===== src/hdl/fwd_pkg.sv =====
// Shared types, sizes and helpers for the queue with delete by value.
package fwd_pkg;

  localparam int DEPTH  = 16;
  localparam int DATA_W = 32;
  localparam int ADDR_W = $clog2(DEPTH);
  localparam int CNT_W  = $clog2(DEPTH + 1);
  localparam int VAL_W  = 32;
  localparam int LEN_W  = 5;
  localparam int REQ_W  = 2;

  typedef enum logic [REQ_W-1:0] {
    REQ_ENQ = 2'd0,
    REQ_DEQ = 2'd1,
    REQ_DEL = 2'd2,
    REQ_LEN = 2'd3
  } req_t;

  typedef enum logic [2:0] {
    ST_IDLE,
    ST_DEQ,
    ST_SRCH,
    ST_SHIFT,
    ST_RESP
  } state_t;

  typedef struct packed {
    logic             status;
    logic [VAL_W-1:0] value;
    logic [LEN_W-1:0] length;
  } fwd_res_t;

  localparam logic ST_OK  = 1'b0;
  localparam logic ST_REF = 1'b1;

  function automatic logic [ADDR_W-1:0] ptr_inc(input logic [ADDR_W-1:0] p);
    return (p == ADDR_W'(DEPTH - 1)) ? '0 : ADDR_W'(p + 1'b1);
  endfunction

  function automatic logic [ADDR_W-1:0] ptr_dec(input logic [ADDR_W-1:0] p);
    return (p == '0) ? ADDR_W'(DEPTH - 1) : ADDR_W'(p - 1'b1);
  endfunction

endpackage


===== src/hdl/fwd_core.sv =====
// Queue store, pointers and the sequencer that searches and compacts on delete.
module fwd_core (
  input  logic                        clk,
  input  logic                        rst,
  input  logic                        in_valid,
  output logic                        in_stall,
  input  logic [fwd_pkg::REQ_W-1:0]   req_type,
  input  logic [fwd_pkg::VAL_W-1:0]   value,
  input  logic                        room,
  output logic                        res_valid,
  output fwd_pkg::fwd_res_t           res
);
  import fwd_pkg::*;

  logic [DATA_W-1:0] mem [DEPTH];
  logic [DATA_W-1:0] rd_data;

  state_t            state, state_next;
  logic [CNT_W-1:0]  cnt, cnt_next;
  logic [ADDR_W-1:0] head, head_next;
  logic [ADDR_W-1:0] tail, tail_next;
  logic [ADDR_W-1:0] rd_ptr, rd_ptr_next;
  logic [ADDR_W-1:0] wr_ptr, wr_ptr_next;
  logic [CNT_W-1:0]  pos, pos_next;
  logic [DATA_W-1:0] tag, tag_next;
  logic              res_status, res_status_next;
  logic [DATA_W-1:0] res_data, res_data_next;

  logic              accept;
  logic [DATA_W-1:0] in_tag;
  logic              last;
  logic              hit;
  logic              we;
  logic [ADDR_W-1:0] wr_addr;
  logic [DATA_W-1:0] wr_data;
  logic [ADDR_W-1:0] rd_addr;

  assign in_tag = DATA_W'(value);
  assign accept = in_valid && !in_stall;
  assign last   = (CNT_W'(pos + 1'b1) == cnt);
  assign hit    = (rd_data == tag);

  // next state
  always_comb begin
    state_next = state;
    case (state)
      ST_IDLE: begin
        if (accept) begin
          case (req_t'(req_type))
            REQ_DEQ: if (cnt != '0) state_next = ST_DEQ;
            REQ_DEL: if (in_tag != '0 && cnt != '0) state_next = ST_SRCH;
            default: state_next = ST_IDLE;
          endcase
        end
      end
      ST_DEQ:   state_next = ST_RESP;
      ST_SRCH: begin
        if (last) state_next = ST_RESP;
        else if (hit) state_next = ST_SHIFT;
      end
      ST_SHIFT: if (last) state_next = ST_RESP;
      ST_RESP:  if (room) state_next = ST_IDLE;
      default:  state_next = ST_IDLE;
    endcase
  end

  // outputs and datapath
  always_comb begin
    in_stall        = !(state == ST_IDLE) || !room;
    res_valid       = 1'b0;
    res.status      = res_status;
    res.value       = VAL_W'(res_data);
    res.length      = LEN_W'(cnt);
    cnt_next        = cnt;
    head_next       = head;
    tail_next       = tail;
    rd_ptr_next     = rd_ptr;
    wr_ptr_next     = wr_ptr;
    pos_next        = pos;
    tag_next        = tag;
    res_status_next = res_status;
    res_data_next   = res_data;
    we              = 1'b0;
    wr_addr         = tail;
    wr_data         = in_tag;
    rd_addr         = rd_ptr;
    case (state)
      ST_IDLE: begin
        rd_addr = head;
        if (accept) begin
          res.status = ST_OK;
          res.value  = '0;
          case (req_t'(req_type))
            REQ_ENQ: begin
              res_valid = 1'b1;
              if (in_tag == '0 || cnt == CNT_W'(DEPTH)) begin
                res.status = ST_REF;
              end else begin
                we         = 1'b1;
                tail_next  = ptr_inc(tail);
                cnt_next   = CNT_W'(cnt + 1'b1);
                res.length = LEN_W'(CNT_W'(cnt + 1'b1));
              end
            end
            REQ_DEQ: begin
              if (cnt == '0) begin
                res_valid  = 1'b1;
                res.status = ST_REF;
              end
            end
            REQ_DEL: begin
              if (in_tag == '0 || cnt == '0) begin
                res_valid = 1'b1;
              end else begin
                tag_next    = in_tag;
                rd_ptr_next = head;
                pos_next    = '0;
              end
            end
            default: res_valid = 1'b1;
          endcase
          res_status_next = ST_OK;
          res_data_next   = '0;
        end
      end
      ST_DEQ: begin
        res_data_next = rd_data;
        head_next     = ptr_inc(head);
        cnt_next      = CNT_W'(cnt - 1'b1);
      end
      ST_SRCH: begin
        if (hit && last) begin
          cnt_next  = CNT_W'(cnt - 1'b1);
          tail_next = ptr_dec(tail);
        end else if (!last) begin
          if (hit) wr_ptr_next = rd_ptr;
          rd_addr     = ptr_inc(rd_ptr);
          rd_ptr_next = ptr_inc(rd_ptr);
          pos_next    = CNT_W'(pos + 1'b1);
        end
      end
      ST_SHIFT: begin
        // move the entry just read one place towards the head
        we      = 1'b1;
        wr_addr = wr_ptr;
        wr_data = rd_data;
        if (last) begin
          cnt_next  = CNT_W'(cnt - 1'b1);
          tail_next = ptr_dec(tail);
        end else begin
          wr_ptr_next = rd_ptr;
          rd_addr     = ptr_inc(rd_ptr);
          rd_ptr_next = ptr_inc(rd_ptr);
          pos_next    = CNT_W'(pos + 1'b1);
        end
      end
      ST_RESP: res_valid = room;
      default: ;
    endcase
  end

  always_ff @(posedge clk) begin
    if (rst) begin
      state <= ST_IDLE;
      cnt   <= '0;
      head  <= '0;
      tail  <= '0;
    end else begin
      state <= state_next;
      cnt   <= cnt_next;
      head  <= head_next;
      tail  <= tail_next;
    end
  end

  always_ff @(posedge clk) begin
    rd_ptr     <= rd_ptr_next;
    wr_ptr     <= wr_ptr_next;
    pos        <= pos_next;
    tag        <= tag_next;
    res_status <= res_status_next;
    res_data   <= res_data_next;
  end

  always_ff @(posedge clk) begin
    if (we) mem[wr_addr] <= wr_data;
    rd_data <= mem[rd_addr];
  end

  a_cnt_bound: assert property (@(posedge clk) disable iff (rst)
    cnt <= CNT_W'(DEPTH))
    else $error("entry count above depth");

  a_res_room: assert property (@(posedge clk) disable iff (rst)
    res_valid |-> room)
    else $error("result issued with no room downstream");

  a_ptr_meet: assert property (@(posedge clk) disable iff (rst)
    (cnt == '0 || cnt == CNT_W'(DEPTH)) |-> (head == tail))
    else $error("head and tail apart on empty or full queue");

  a_busy_stall: assert property (@(posedge clk) disable iff (rst)
    (state != ST_IDLE) |-> in_stall)
    else $error("transfer taken while sequencer busy");

  a_cnt_step: assert property (@(posedge clk) disable iff (rst)
    (state == ST_SRCH || state == ST_SHIFT) |=>
      (cnt == $past(cnt) || cnt == CNT_W'($past(cnt) - 1'b1)))
    else $error("delete changed count by more than one");

endmodule


===== src/hdl/fifo_with_delete_by_value.sv =====
// Top level: request channel into the queue core, registered result channel.
//
//   channel  | valid     | stall      | payload
//   request  | in_valid  | in_stall   | req_type, value
//   result   | out_valid | out_stall  | status, out_value, length
//
// Enqueue, length and refused requests: result registered in the cycle after the transfer.
// Dequeue: head read, capture, issue. Delete: search, then compaction; the single
// read port of the tag store visits one entry a cycle.
// Synchronous reset empties the queue; the tag store itself is not cleared.
// A stalled result holds and blocks new requests until it is taken.
module fifo_with_delete_by_value (
  input  logic                        clk,
  input  logic                        rst,
  input  logic                        in_valid,
  output logic                        in_stall,
  input  logic [fwd_pkg::REQ_W-1:0]   req_type,
  input  logic [fwd_pkg::VAL_W-1:0]   value,
  output logic                        out_valid,
  input  logic                        out_stall,
  output logic                        status,
  output logic [fwd_pkg::VAL_W-1:0]   out_value,
  output logic [fwd_pkg::LEN_W-1:0]   length
);
  import fwd_pkg::*;

  logic     room;
  logic     res_valid;
  fwd_res_t res;

  assign room = !out_valid || !out_stall;

  fwd_core u_core (
    .clk       (clk),
    .rst       (rst),
    .in_valid  (in_valid),
    .in_stall  (in_stall),
    .req_type  (req_type),
    .value     (value),
    .room      (room),
    .res_valid (res_valid),
    .res       (res)
  );

  always_ff @(posedge clk) begin
    if (rst) begin
      out_valid <= 1'b0;
    end else if (res_valid) begin
      out_valid <= 1'b1;
    end else if (!out_stall) begin
      out_valid <= 1'b0;
    end
  end

  always_ff @(posedge clk) begin
    if (res_valid) begin
      status    <= res.status;
      out_value <= res.value;
      length    <= res.length;
    end
  end

endmodule

===== config.mk =====
export PLATFORM = sky130hd
export DESIGN_NAME = fifo_with_delete_by_value
export DESIGN_NICKNAME = d
export VERILOG_FILES = /design/src/hdl/fwd_pkg.sv /design/src/hdl/fwd_core.sv /design/src/hdl/fifo_with_delete_by_value.sv
export SDC_FILE = /design/constraint.sdc
export NUM_CORES = 1
export LEC_CHECK = 0
export ABC_AREA = 1
export BUFFER_PORTS_ARGS = -buffer_cell sky130_fd_sc_hd__buf_2
export CORE_ASPECT_RATIO = 0.8
export CORE_MARGIN = 5
export CORE_UTILIZATION = 35
export DETAILED_ROUTE_END_ITERATION = 10
export SLEW_MARGIN = 20
export SYNTH_ARGS = -nofsm -noshare
export SYNTH_HDL_FRONTEND = slang
export SYNTH_SLANG_ARGS = --single-unit

===== constraint.sdc =====
create_clock -name clk -period 8.8 [get_ports clk]
set_input_delay 1.32 -clock clk [delete_from_list [all_inputs] [get_ports clk]]
set_output_delay 1.32 -clock clk [all_outputs]
set_load 0.02 [all_outputs]

==> impl_metrics.yaml <==
status:
  status: "finished, final reports clean"
clocking:
  ctsResizeCount: 0
  cts_root_buf: "clkbuf_16"
  post-cts-setup-buffers: 0
  cts_buffers: 60
  hold_buffers: 0
  cts_tree: "done"
  htreeDepth: 2
  cts.path.max_buffers: 3
  clkLatencyLatePin_ps: 660
  clock-sinks: 676
  worst_setup_hold_path_clk_slew_ps: 70
logic_synthesis:
  synth_area_sq_um: 29300
  synth_area_leaders: "edfxtp_1, nand3_1, nand2_1"
  synth_top_area_share_pct: 64.3
  avgSynthCellArea_sq_um: 10.4
  muxShareOfSynthArea_pct: 0
  synth_top_flop_cell: "edfxtp_1"
  synth-simple-area-share_pct: 21.7
  synth_async_sr_flop_share_pct: 0
  synth-adder-area-share_pct: 0.513
  synth_top_family_by_area: "simple AND/OR/NAND/NOR gates"
  ys_ff_latch: 676
  seq_area_frac_synth_pct: 67.7
  synth-xor-area-share_pct: 0.808
  yosysMostFrequentCell: "nand2_1"
  synth_cell_type_count: 38
  synth_compound_area_share_pct: 1.85
  synth_edf_count: 627
  syn_inst: 2810
  synth_top_cells_by_count: "nand2_1, edfxtp_1, nand3_1"
  syn_nets: 2860
  synth_top_cell_by_area: "edfxtp_1"
  synth_warnings: 0
sta:
  clock-skew-final_ps: 31.3
  fin_crit_ps: 4830
  fmax_mhz: 207
  fin_crit_sh_pct: 54.8
  setup_violations: 0
  hold_viol: 0
  maxSlewViolCount: 0
  fin_tns_setup_ps: 0
  maxSlewHeadroom_pct: 26.7
  rsz0062_at_grt: "false"
  tightest_slew_ps: 1090
global_routing:
  grt_first_pass_wirelength_mm: 117
  grtUsageTotal_pct: 16.9
  gr-total-overflow: 0
  grt_start_max_net_pins: 192
  antenna_found_initial: 3
  grt_pass1_vias: 18600
route:
  drt_iter0_drc: 2014
  routedWlPerCell_um: 19.4
  routed-via-count: 20100
  drtPass1Iterations: 6
  drc: 0
  drt-total-wl_mm: 77.8
  antenna_left: 0
  vias_per_cell: 4.99
setup_path:
  cp.required_ps: 9090
  setup.worst_path.class: "in2reg"
  critPathBufInv: 3
  crit_fanout: 17
  path_cells: "buf_2 > nor4_1 > nand2_1 > nor2_1 > nand4_1 > nand2_1 > nor2_1 > inv_1 > o21ai_1 > nand3_1 > nor2_4 > buf_4"
  crit_path_top_delay_cell: "nor2_4"
  start_kind: "primary input"
  crit_arrival_ps: 5120
  slowest_delay_ps: 840
  crit_path_end_kind: "flip-flop"
  cp_top_family: "simple AND/OR/NAND/NOR gates"
job:
  cap_violations: 0
floorplan:
  start_util_pct: 35.5
  coreArea_sq_um: 82600
  io-pin-count: 78
  die_w_um: 333
  die-area_sq_um: 89600
  rows: 94
  die_h_um: 269
place:
  gp_congestion: 0.814
  hpwl_mm: 45.7
  placedCellCount: 3902
  portBuffers: 77
power_and_ir_drop:
  ir_drop_v: 0.000456
  p_leak_nw: 13.6
  powerDensity_nw_per_um2: 356
layout:
  drive_above_1_share_pct: 9.37
  instances_no_fill: 4018
  syn2layout_area_growth_pct: 13.2
  fillers: 7902
  nNetsFinal: 2912
worst_hold_path:
  holdCritPathClass: "reg2reg"
layer usage:
metal	part of all wire, %	track usage (%)
met5	0	0
met4	1.8	3.61
met3	7.6	2.44
met2	44	25.7
met1	46	25.8
where the power goes:
| group | leakage [nW] | internal (W) | switching [W] | total (W) |
|---|---|---|---|---|
| combinational | 6.46 | 0.00130 | 0.00362 | 0.00492 |
| sequential | 6.12 | 0.00401 | 0.000185 | 0.00419 |
| clock | 0.978 | 0.00150 | 0.00119 | 0.00269 |
through the flow:
| step | hold slack [ps] | utilization (%) | area (sq um) | setup WS [ps] | power (W) |
|---|---|---|---|---|---|
| finish | 501 | 40.1 | 33100 | 3970 | 0.0118 |
| detailed placement | 489 | 37.6 | 31100 | 3400 | 0.00917 |
| global placement | 486 | 37.5 | 30900 | 3530 | 0.00914 |
| CTS | 500 | 40.1 | 33100 | 4050 | 0.0119 |
| floorplan | 451 | - | 29300 | 4090 | 0.00768 |
| global route | 528 | 40.1 | 33100 | 3850 | 0.0126 |
placed cells by master, fill, tap and decap left out, types with 2 or more instances in the layout:
| cell type | netlist | routed |
|---|---|---|
| nor2_2 | 3 | 2 |
| nand2_4 | 2 | 3 |
| nor4_1 | 9 | 9 |
| a211oi_1 | 3 | 3 |
| or2_2 | 7 | 7 |
| buf_4 | 16 | 55 |
| inv_6 | 0 | 2 |
| bufinv_16 | 0 | 5 |
| xor2_1 | 3 | 3 |
| dfxtp_1 | 49 | 49 |
| o21ai_1 | 5 | 8 |
| clkbuf_16 | 0 | 61 |
| nor2_1 | 97 | 81 |
| nand3_2 | 2 | 2 |
| xnor2_1 | 24 | 24 |
| a21oi_1 | 20 | 20 |
| edfxtp_1 | 627 | 627 |
| buf_2 | 72 | 77 |
| o22ai_1 | 4 | 4 |
| o2111ai_1 | 3 | 3 |
| clkbuf_8 | 0 | 9 |
| nand3_1 | 604 | 604 |
| nor3_1 | 7 | 7 |
| clkinv_1 | 2 | 13 |
| buf_12 | 0 | 5 |
| o31ai_1 | 2 | 2 |
| nor2_4 | 1 | 18 |
| inv_1 | 376 | 374 |
| clkinv_2 | 0 | 7 |
| buf_16 | 0 | 4 |
| nand4_1 | 15 | 15 |
| nand2_1 | 708 | 705 |
| o21ai_0 | 58 | 53 |
| ha_1 | 12 | 12 |
| clkbuf_1 | 54 | 17 |
| inv_2 | 9 | 9 |
| nand2_8 | 0 | 2 |
cell type report:
class,count,area (sq um),area share [%]
sequential,676,19800,59.8
multi-input combinational,1596,7470,22.5
clock buffer,87,1710,5.17
inverter,387,1460,4.39
tap,1104,1380,4.17
timing repair buffer,141,1010,3.04
clock inverter,26,287,0.865
antenna,1,2.50,0.00755
worst register-to-register path: cells and delay by family (launching register included):
| kind | cells | cell delay (ps) |
|---|---|---|
| simple gates | 16 | 2520 |
| buf+inv | 2 | 1040 |
| flops | 1 | 460 |
| fa+ha+maj | 1 | 340 |
state kept, by name, summed over array words and instances (netlist names):
register         cells
u_core.tag          32
u_core.cnt           5
u_core.wr_ptr        4
out_valid            1
u_core.state         3
u_core.rd_data      32
u_core.tail          4
status               1
out_value           32
u_core.rd_ptr        4
u_core.res_data     32
u_core.pos           5
u_core.head          4
u_core.mem         512
length               5
final timing paths:
| kind | startpoint | to | slack (ps) | cells past startpoint |
|---|---|---|---|---|
| worst max register to register | u_core.pos[0] | u_core.rd_data[31] | 4420 | 19 |
| worst min register to register | u_core.head[0] | u_core.head[0] | 500 | 2 |
| worst max-delay path | value[25] | u_core.mem[5][6] | 3970 | 12 |
| worst min-delay path | u_core.head[0] | u_core.head[0] | 500 | 2 |
kinds of logic (layout without fill, tap and decap cells):
family / after synthesis / count (layout)
other: 0 / 1
xor gates and xnor gates: 27 / 27
and+or+nand+nor: 1457 / 1457
AOI/OAI and AO/OA: 100 / 100
buffers and inverters: 538 / 641
DFF: 676 / 676
adders and majority gates: 12 / 12
(Power assumes the default switching activity.)
